### config.mk
export PLATFORM = sky130hd
export DESIGN_NAME = pcx_rle_line_decoder_top
export DESIGN_NICKNAME = d
export VERILOG_FILES = /design/src/hw/rtl/pcxd_pkg.sv /design/src/hw/rtl/pcxd_ram.sv /design/src/hw/rtl/pcxd_ctrl.sv /design/src/hw/rtl/pcxd_dp.sv /design/src/hw/rtl/pcx_rle_line_decoder_top.sv
export SDC_FILE = /design/constraint.sdc
export NUM_CORES = 2
export LEC_CHECK = 0
export BUFFER_PORTS_ARGS = -buffer_cell sky130_fd_sc_hd__clkbuf_2
export CAP_MARGIN = 20
export CORE_MARGIN = 5
export CORE_UTILIZATION = 46
export CTS_CLUSTER_DIAMETER = 100
export DETAILED_ROUTE_END_ITERATION = 16
export GPL_TIMING_DRIVEN = 0
export HOLD_SLACK_MARGIN = 0.02
export MAX_ROUTING_LAYER = met4
export SETUP_SLACK_MARGIN = 0.02
export SYNTH_ARGS = -nofsm -noshare
export SYNTH_HDL_FRONTEND = slang
export SYNTH_SLANG_ARGS = --single-unit
export TNS_END_PERCENT = 50
### constraint.sdc
create_clock -name clk -period 3.9 [get_ports clk]
set_input_delay 0 -clock clk [delete_from_list [all_inputs] [get_ports clk]]
set_output_delay 0 -clock clk [all_outputs]
set_load 0.01 [all_outputs]
### src/hw/rtl/pcxd_pkg.sv
// Shared constants and controller/datapath interface types for the PCX
// run-length line decoder. No dependencies.
package pcxd_pkg;

  localparam int PALETTE_DEPTH = 256;
  localparam int PIXEL_WIDTH   = 16;
  localparam int PAL_ADDR_W    = $clog2(PALETTE_DEPTH);
  localparam int BYTE_W        = 8;
  localparam int COUNT_W       = 6;
  localparam int LINE_W        = 16;
  localparam int PAL_WORD_W    = 16;
  localparam int CFG_INDEX_W   = 1;
  localparam int CFG_DATA_W    = 16;

  localparam logic [BYTE_W-1:0]  RUN_CODE_MIN   = 8'hc0;
  localparam logic [BYTE_W-1:0]  RUN_COUNT_MASK = 8'h3f;

  localparam logic [LINE_W-1:0]  LINE_LENGTH_RESET = 16'd320;

  // input op codes
  localparam logic OP_PAL_WRITE = 1'b0;
  localparam logic OP_DATA      = 1'b1;

  // configuration register indexes
  localparam logic [CFG_INDEX_W-1:0] REG_LINE_LENGTH  = 1'b0;
  localparam logic [CFG_INDEX_W-1:0] REG_PALETTE_MODE = 1'b1;

  typedef struct packed {
    logic take_item;  // input beat accepted this cycle
    logic emit;       // load one pixel into the output register
  } pcxd_cmd_t;

  typedef struct packed {
    logic starts_emit;  // the item on the input causes at least one pixel
    logic out_free;     // output register can take a pixel this cycle
    logic final_pixel;  // pixel being emitted is the last of this item
  } pcxd_sts_t;

endpackage

### src/hw/rtl/pcxd_ram.sv
// Generic simple dual-port RAM: one write port, one read port with
// registered read data. No dependencies.
module pcxd_ram #(
  parameter int WIDTH = 16,
  parameter int DEPTH = 256
) (
  input  logic                     clk,
  input  logic                     we,
  input  logic [$clog2(DEPTH)-1:0] waddr,
  input  logic [WIDTH-1:0]         wdata,
  input  logic                     re,
  input  logic [$clog2(DEPTH)-1:0] raddr,
  output logic [WIDTH-1:0]         rdata
);

  logic [WIDTH-1:0] mem [DEPTH];

  always_ff @(posedge clk) begin
    if (we) begin
      mem[waddr] <= wdata;
    end
    if (re) begin
      rdata <= mem[raddr];
    end
  end

endmodule

### src/hw/rtl/pcxd_ctrl.sv
// Controller for the PCX line decoder: accepts input beats in IDLE and
// steps the pixel emission loop in EMIT. Depends on pcxd_pkg.
module pcxd_ctrl (
  input  logic                clk,
  input  logic                rst,
  input  logic                in_valid,
  output logic                in_ready,
  input  pcxd_pkg::pcxd_sts_t sts,
  output pcxd_pkg::pcxd_cmd_t cmd
);

  typedef enum logic {
    IDLE,
    EMIT
  } state_t;

  state_t state;

  always_comb begin
    in_ready      = (state == IDLE);
    cmd.take_item = in_valid && (state == IDLE);
    cmd.emit      = (state == EMIT) && sts.out_free;
  end

  always_ff @(posedge clk) begin
    if (rst) begin
      state <= IDLE;
    end else begin
      unique case (state)
        IDLE: begin
          if (cmd.take_item && sts.starts_emit) begin
            state <= EMIT;
          end
        end
        EMIT: begin
          if (cmd.emit && sts.final_pixel) begin
            state <= IDLE;
          end
        end
        default: state <= IDLE;
      endcase
    end
  end

endmodule

### src/hw/rtl/pcxd_dp.sv
// Datapath for the PCX line decoder: configuration, run decode state,
// line counter, palette memory and output register. Depends on pcxd_pkg
// and pcxd_ram.
module pcxd_dp (
  input  logic                                 clk,
  input  logic                                 rst,
  input  logic                                 cfg_valid,
  output logic                                 cfg_ready,
  input  logic [pcxd_pkg::CFG_INDEX_W-1:0]     cfg_index,
  input  logic [pcxd_pkg::CFG_DATA_W-1:0]      cfg_data,
  input  logic                                 op,
  input  logic [pcxd_pkg::PAL_ADDR_W-1:0]      palette_index,
  input  logic [pcxd_pkg::PAL_WORD_W-1:0]      palette_value,
  input  logic [pcxd_pkg::BYTE_W-1:0]          data_byte,
  output logic                                 out_valid,
  input  logic                                 out_ready,
  output logic [pcxd_pkg::PIXEL_WIDTH-1:0]     pixel,
  output logic                                 last_of_run,
  output logic                                 line_end,
  input  pcxd_pkg::pcxd_cmd_t                  cmd,
  output pcxd_pkg::pcxd_sts_t                  sts
);

  logic [pcxd_pkg::LINE_W-1:0]     line_length;
  logic                            palette_mode;
  logic                            awaiting_value;
  logic [pcxd_pkg::COUNT_W-1:0]    run_count;
  logic [pcxd_pkg::LINE_W-1:0]     pixels_left;
  logic [pcxd_pkg::COUNT_W-1:0]    count;
  logic [pcxd_pkg::BYTE_W-1:0]     value_byte;

  logic                            cfg_write;
  logic                            is_code;
  logic                            line_last;
  logic [pcxd_pkg::LINE_W-1:0]     line_load;
  logic [pcxd_pkg::LINE_W-1:0]     cfg_line_load;
  logic [pcxd_pkg::PAL_WORD_W-1:0] pal_rdata;
  logic [pcxd_pkg::PIXEL_WIDTH-1:0] pixel_next;

  assign cfg_ready = 1'b1;
  assign cfg_write = cfg_valid && cfg_ready;

  // a zero line length counts as one
  assign line_load     = (line_length == '0) ? pcxd_pkg::LINE_W'(1) : line_length;
  assign cfg_line_load = (cfg_data[pcxd_pkg::LINE_W-1:0] == '0) ?
                         pcxd_pkg::LINE_W'(1) : cfg_data[pcxd_pkg::LINE_W-1:0];

  assign is_code   = (data_byte >= pcxd_pkg::RUN_CODE_MIN);
  assign line_last = (pixels_left == pcxd_pkg::LINE_W'(1));

  always_comb begin
    sts.starts_emit = (op == pcxd_pkg::OP_DATA) &&
                      (awaiting_value ? (run_count != '0) : !is_code);
    sts.out_free    = !out_valid || out_ready;
    sts.final_pixel = (count == pcxd_pkg::COUNT_W'(1)) || line_last;
  end

  pcxd_ram #(
    .WIDTH (pcxd_pkg::PAL_WORD_W),
    .DEPTH (pcxd_pkg::PALETTE_DEPTH)
  ) u_palette (
    .clk   (clk),
    .we    (cmd.take_item && (op == pcxd_pkg::OP_PAL_WRITE)),
    .waddr (palette_index),
    .wdata (palette_value),
    .re    (cmd.take_item && (op == pcxd_pkg::OP_DATA)),
    .raddr (data_byte),
    .rdata (pal_rdata)
  );

  always_comb begin
    if (palette_mode) begin
      pixel_next = pal_rdata[pcxd_pkg::PIXEL_WIDTH-1:0];
    end else begin
      pixel_next = pcxd_pkg::PIXEL_WIDTH'(value_byte);
    end
  end

  // configuration and run decode state
  always_ff @(posedge clk) begin
    if (rst) begin
      line_length    <= pcxd_pkg::LINE_LENGTH_RESET;
      palette_mode   <= 1'b0;
      awaiting_value <= 1'b0;
      run_count      <= '0;
      pixels_left    <= pcxd_pkg::LINE_LENGTH_RESET;
    end else if (cfg_write) begin
      unique case (cfg_index)
        pcxd_pkg::REG_LINE_LENGTH: begin
          // restart the line and drop a pending run code
          line_length    <= cfg_data[pcxd_pkg::LINE_W-1:0];
          pixels_left    <= cfg_line_load;
          awaiting_value <= 1'b0;
          run_count      <= '0;
        end
        pcxd_pkg::REG_PALETTE_MODE: begin
          palette_mode <= cfg_data[0];
        end
        default: ;
      endcase
    end else begin
      if (cmd.take_item && (op == pcxd_pkg::OP_DATA)) begin
        if (awaiting_value) begin
          awaiting_value <= 1'b0;
          run_count      <= '0;
        end else if (is_code) begin
          awaiting_value <= 1'b1;
          run_count      <= pcxd_pkg::COUNT_W'(data_byte & pcxd_pkg::RUN_COUNT_MASK);
        end
      end
      if (cmd.emit) begin
        pixels_left <= line_last ? line_load : pixels_left - pcxd_pkg::LINE_W'(1);
      end
    end
  end

  // emission counter and value byte
  always_ff @(posedge clk) begin
    if (cmd.take_item && (op == pcxd_pkg::OP_DATA)) begin
      value_byte <= data_byte;
      count      <= awaiting_value ? run_count : pcxd_pkg::COUNT_W'(1);
    end else if (cmd.emit) begin
      count <= count - pcxd_pkg::COUNT_W'(1);
    end
  end

  // output register
  always_ff @(posedge clk) begin
    if (rst) begin
      out_valid <= 1'b0;
    end else if (cmd.emit) begin
      out_valid <= 1'b1;
    end else if (out_ready) begin
      out_valid <= 1'b0;
    end
  end

  always_ff @(posedge clk) begin
    if (cmd.emit) begin
      pixel       <= pixel_next;
      last_of_run <= sts.final_pixel;
      line_end    <= line_last;
    end
  end

endmodule

### src/hw/rtl/pcx_rle_line_decoder_top.sv
// PCX run-length scanline decoder, top level: controller, datapath and
// palette RAM. Depends on pcxd_pkg, pcxd_ctrl, pcxd_dp and pcxd_ram.
//
// Feed compressed bytes (op = 1) or palette writes (op = 0) on the input
// channel. A palette write, a run code byte and a run value with a zero
// count give no pixel and leave the decoder idle. A literal is accepted,
// and its palette entry read, in IDLE; its pixel is emitted in EMIT.
// A run value byte with count n gives m = min(n, pixels left in the line)
// pixels: the emission loop puts out one pixel per cycle into the output
// register while the output is free, and input is held off until the loop
// finishes. A stalled output holds the loop. The palette RAM is not
// cleared: read only entries that have been written. Configuration is
// always ready; write it only while the decoder is idle.
module pcx_rle_line_decoder_top (
  input  logic                             clk,
  input  logic                             rst,
  input  logic                             cfg_valid,
  output logic                             cfg_ready,
  input  logic [pcxd_pkg::CFG_INDEX_W-1:0] cfg_index,
  input  logic [pcxd_pkg::CFG_DATA_W-1:0]  cfg_data,
  input  logic                             in_valid,
  output logic                             in_ready,
  input  logic                             op,
  input  logic [pcxd_pkg::PAL_ADDR_W-1:0]  palette_index,
  input  logic [pcxd_pkg::PAL_WORD_W-1:0]  palette_value,
  input  logic [pcxd_pkg::BYTE_W-1:0]      data_byte,
  output logic                             out_valid,
  input  logic                             out_ready,
  output logic [pcxd_pkg::PIXEL_WIDTH-1:0] pixel,
  output logic                             last_of_run,
  output logic                             line_end
);

  pcxd_pkg::pcxd_cmd_t cmd;
  pcxd_pkg::pcxd_sts_t sts;

  pcxd_ctrl u_ctrl (
    .clk      (clk),
    .rst      (rst),
    .in_valid (in_valid),
    .in_ready (in_ready),
    .sts      (sts),
    .cmd      (cmd)
  );

  pcxd_dp u_dp (
    .clk           (clk),
    .rst           (rst),
    .cfg_valid     (cfg_valid),
    .cfg_ready     (cfg_ready),
    .cfg_index     (cfg_index),
    .cfg_data      (cfg_data),
    .op            (op),
    .palette_index (palette_index),
    .palette_value (palette_value),
    .data_byte     (data_byte),
    .out_valid     (out_valid),
    .out_ready     (out_ready),
    .pixel         (pixel),
    .last_of_run   (last_of_run),
    .line_end      (line_end),
    .cmd           (cmd),
    .sts           (sts)
  );

endmodule

After elaboration in Yosys (flattened, before gate mapping). Memories as Yosys holds them, arrays and structs flattened. A register that Yosys moved wholly into a read port is not among the register bits. Cells that the tools add are included.

Word-level logic and storage cells: 75. Bits in registers: 74. Bits in writable memories: 4096. Memories: 1. Bits of input ports: 55. Output and inout bits: 21.

Memories: u_dp.u_palette.mem (depth 256, width 16, rd ports 1, clocked after Yosys merged registers in 1, write ports 1, line pcxd_ram.sv:16) `logic [WIDTH-1:0] mem [DEPTH];`.

Bitwise logic cells: 3. Equal/unequal tests: 3. Reduce and logical (&&, ||, !) cells: 24. Multiplexer cells: 28. Add/sub/neg operators: 2. Order comparisons: 1.

Operators with widths (count): 2-to-1 mux 16 bit (6); 2-to-1 mux 6 bit (8); logical NOT 16 bit (2); == test 16 x 1 -> 1 bit, second input constant (1); subtractor 16 x 1 -> 16 bit, second input constant (1); 2-to-1 mux 1 bit (12); >= comparator 8 bit, second input constant (1); 2-to-1 mux 8 bit (1); AND reduction 2 bit (4); nonzero test 2 bit (4); logical AND 1 bit (7); == test 6 x 1 -> 1 bit, second input constant (1); nonzero test 6 bit (1); subtractor 6 x 1 -> 6 bit, second input constant (1); inverter 1 bit (3); AND reduction 3 bit (1); nonzero test 3 bit (1); logical NOT 1 bit (2); logical OR 1 bit (2); != test 2 bit, second input constant (1); case mux 1 bit (2 select lines) (1).

Logic depth before layout (Yosys ltp).
Word-level depth: 7. Depth in mapped cells: 12. Mapped depth without buffers: 7.

Hierarchy. From an unflattened synthesis, not the netlist that was laid out.

Cells, all modules: 7731. Area, all modules: 162443.3 µm².

By module, submodules not included: pcxd_ram (instances 1, cells each 7360, area each 158874.9 µm², seq. area each 123478.4 µm²); pcxd_dp (instances 1, cells each 365, area each 3514.6 µm², seq. area each 1781.7 µm²); pcxd_ctrl (instances 1, cells each 6, area each 53.8 µm², seq. area each 20.0 µm²).

Worst setup path before layout. No wires, ideal clock.

Kind: reg2reg. Start point: register u_ctrl.state. End point: memory u_dp.u_palette.mem[112][0] (enable). Arrival: 2.361 ns. Path slack: 1.150 ns. Setup time: 0.388 ns. Data required time: 3.512 ns. Period minus slack after synthesis: 2.750 ns. Buffers on the path: 2. Stages on the path, launching flop included: 6. Path through: dfxtp_1 nor3b_1 clkbuf_1 nand3_1 clkbuf_1 nor2_1.

Word-level cells in the longest chain between the ends: 5.

Ends and longest elaborated chain: start: declaration (line pcxd_ctrl.sv:17) `state_t state;`; start signal: assignment (line pcxd_ctrl.sv:27) `state <= IDLE;`; start signal: assignment (line pcxd_ctrl.sv:32) `state <= EMIT;`; start signal: assignment (line pcxd_ctrl.sv:37) `state <= IDLE;`; inverter 1 bit (line pcxd_ctrl.sv:21) `cmd.take_item = in_valid && (state == IDLE);`; logical AND 1 bit (line pcxd_ctrl.sv:21); logical AND 1 bit (line pcxd_dp.sv:63) `.we (cmd.take_item && (op == pcxd_pkg::OP_PAL_WRITE)),`; 2-to-1 mux 1 bit (line pcxd_ram.sv:19) `if (we) begin`; 2-to-1 mux 1 bit (implied by the code) (line pcxd_ram.sv:20) `mem[waddr] <= wdata;`; end: declaration (line pcxd_ram.sv:16).

No other way between the ends.

==> metrics.txt <==
first drt pass iteration count=8; Logic pwr share=5.9%; dominant cells by area after synthesis=edfxtp_1 77%, mux4_2 10%, mux2i_1 4.4%, o221ai_1 1.6%, nor2_1 0.78%; CP Depth=11; Critical-path top delay cell=clkbuf_1; GP Congestion=0.991; Largest delay share family, worst path=buffers and inverters; P per Cell Area=505 nW/um^2; Inserted Clock Buffers=426; Crit Path Category=in2reg; Min Hold Slack=between 0.08 and 0.09 ns; adder-cell share of the synthesized area=less than 1%; Leak=60.3 nW; Synth Area in Compound Gates=3.35%; status=complete, but fails checks; Worst R2R Setup Slack=-0.11 ns; Critical Path RT=4.62 ns; TritonCTS clock tree=done; Final Cell Area=189000 sq um; GRT Resource Usage Total=roughly 28%; f_max=243 MHz; H-tree depth=5; dpl ws=-1.92 ns; Seq/Total Area, Yosys=77.4%; Boundary Pins=76; Skew-Pair Late Insertion Delay=0.99 ns; nets@finish=8853; Synth Area in Simple Gates=2.55%; Clock transition at path regs=0.06 ns; r2r endpoint=u_dp.u_palette.mem[212][5]; Worst Hold Class=in2reg; syn_nets=7927; Port Buf Inserts=67; vias in the first global route=84700; fin. max-slew vios=0; Die Y=between 600 and 700 um; Max Cap Violations=0; startpoint types=primary input; asr flop ratio synth=0%; Int Power=74.5 mW; Placed Area=between 150000 and 200000 sq um; post-synthesis xor/xnor area fraction=0.0812%; cells on worst reg2reg path=6; most common cell after layout, fill and taps aside=edfxtp_1; power share of the clock group=a little over two fifths; Flop pwr share=a little over half; hpwl dp=342 mm; flops & latches, synth=approximately 4200; Synth top area share=76.9%; slowest stage delay, CP=0.87 ns; Max clock buf depth=4; worst path cell trace=clkbuf_2, buf_2, nand2b_2, clkbuf_2, clkbuf_1, o221ai_1, nor3_1, nor4_1, o2111ai_2, nor4_1, buf_2; final critical-path share of the clock period=106%; area grow syn2layout=16.9%; detailed-route via count=87100; DRC=0; failing checks=setup timing; Core Region=350000 sq um; Iter 0 DRT Violations=approximately 13000; vias per std cell=6.33; Total Power=95.5 mW; residual antenna-violating net count after detailed routing=0; Ys Warns=0; initial antenna violation count=38; Initial Util=46.3%; Final WS setup=-0.216 ns; first-pass GRT wire length=689 mm; Synth area leader=edfxtp_1; main flop type after synthesis=edfxtp_1; worst reg2reg path startpoint=u_ctrl.state; Yosys cell types=53; clock skew=0.0744 ns; final hold violations=0; CP endpoint kind=flip-flop; clock root cell=clkbuf_16; Worst Setup SP=data_byte[2]; TritonCTS sink count=4186; worst-path maximum fanout=10; min Tclk post-route=4.12 ns; Data arrival, critical path=roughly 4.8 ns; relative slew slack=12.5%; row count=217; destination of the critical timing path=u_dp.u_palette.rdata[0]; largest net degree at the start of global routing=around 140; Buf/Inv on CP=5; largest family of logic cells by synthesized area=multiplexers; Switching Power=21.0 mW; syn avg cell area=~21 sq um; width of the die=603 um; RSZ-0062 raised after global routing=true; worst-margin pin slew=about 1.3 ns; commonest non-fill, non-tap cells in the layout=4144 x edfxtp_1, 752 x mux4_2, 705 x mux2i_1; final core occ=between 50% and 60%; Worst VDD drop=0.523 mV; EDFF count, synth=4144; Setup violations, final=123; GRT overflow=0; Detailed Route WL=503 mm; layout cells sized above 1=24.7%; Die ar.=approximately 360000 sq um; multiplexer share of the synthesized area=approximately 15%; post-synthesis cell count=7868; WL/cell=36.5 um; Sw Ratio=between 20% and 30%; Post-Synthesis Cell Area=162000 sq um
[synthesized netlist by cell type, drive strengths merged (11+ instances only)]
master / n
nor2: 336
a21oi: 189
o22ai: 112
mux2i: 705
nor4: 92
clkbuf: 270
a211oi: 17
inv: 13
nor3: 187
a2111oi: 16
nand4: 14
buf: 222
o2111ai: 16
edfxtp: 4144
dfxtp: 42
a22o: 16
o21ai: 57
mux2: 40
a311oi: 11
mux4: 752
a32o: 16
nand3: 73
nand2: 152
o221ai: 289
[state kept, by name, indices dropped and copies added, names as in the netlist, 6 cells and up]
name,cells
u_dp.u_palette.rdata,16
u_dp.value_byte,8
u_dp.count,6
u_dp.u_palette.mem,4096
u_dp.line_length,16
u_dp.pixel,16
u_dp.run_count,6
u_dp.pixels_left,16
[layout make-up]
| type | instances | area [sq um] |
|---|---|---|
| flip-flops and latches | 4186 | 125000 |
| repair buffers | 504 | 6670 |
| fillers | 26500 | 161000 |
| clock buffers | 527 | 11200 |
| well taps | 4599 | 5750 |
| clock inverters | 258 | 2430 |
| diodes | 20 | 50.0 |
| multi-input cells | 3176 | 35300 |
| inverters | 14 | 55.1 |
| plain buffers | 486 | 2410 |
[cell families (layout without fill, tap and decap cells)]
logic type	after synthesis	in the layout
AOI/OAI and AO/OA	758	758
and+or+nand+nor	901	901
buffers and inverters	506	1789
other	1	21
adders and majority gates	4	4
muxes	1497	1497
xor gates and xnor gates	15	15
DFF	4186	4186
[power by group through the flow]
stage	Clock [mW]	Combinational, mW	Sequential (mW)
6_report	40.3	5.59	49.6
3_3_place_gp	0	5.05	50.9
4_1_cts	40.7	5.52	49.6
2_1_floorplan	0	2.43	50.5
5_1_grt	42.6	5.74	49.6
3_5_place_dp	0	5.38	50.5
[what timing repair did]
action / CTS / global route
pin swaps: 0 / 0
hold buffers: 124 / 0
endpoints found under the hold margin: 2814 / 0
gates cloned: 0 / 0
resized for setup: 78 / 32
endpoints found under the setup margin: 766 / 218
setup buffers: 1 / 0
[metal layers]
metal	global-route usage (%)	up-vias	part of all wire, %
li1	-	35000	-
met2	41.6	4972	46
met5	-	-	0
met1	38.9	46300	39
met3	5.03	884	9.8
met4	11.0	0	4.9
[metrics by stage]
stage          TNS, ns  instances
2_1_floorplan        0       7868
3_3_place_gp         -      12500
3_5_place_dp   -207.73      12800
4_1_cts         -0.953      13800
5_1_grt          -7.63      13800
6_report         -7.92      13800
[how the worst min path moves through the flow]
| stage | cells past startpoint | start | slack (ns) | end |
|---|---|---|---|---|
| floorplan | 0 | palette_value[0] | 0.1 | u_dp.u_palette.mem[0][0] |
| global placement | 1 | data_byte[6] | 0.20 | u_dp.value_byte[6] |
| detailed placement | 1 | data_byte[2] | 0.20 | u_dp.value_byte[2] |
| CTS | 2 | data_byte[5] | 0.03 | u_dp.value_byte[5] |
| global route | 2 | data_byte[5] | 0.04 | u_dp.value_byte[5] |
| finish | 2 | palette_value[10] | 0.09 | u_dp.u_palette.mem[24][10] |
Power figures use the tool's default switching activity.
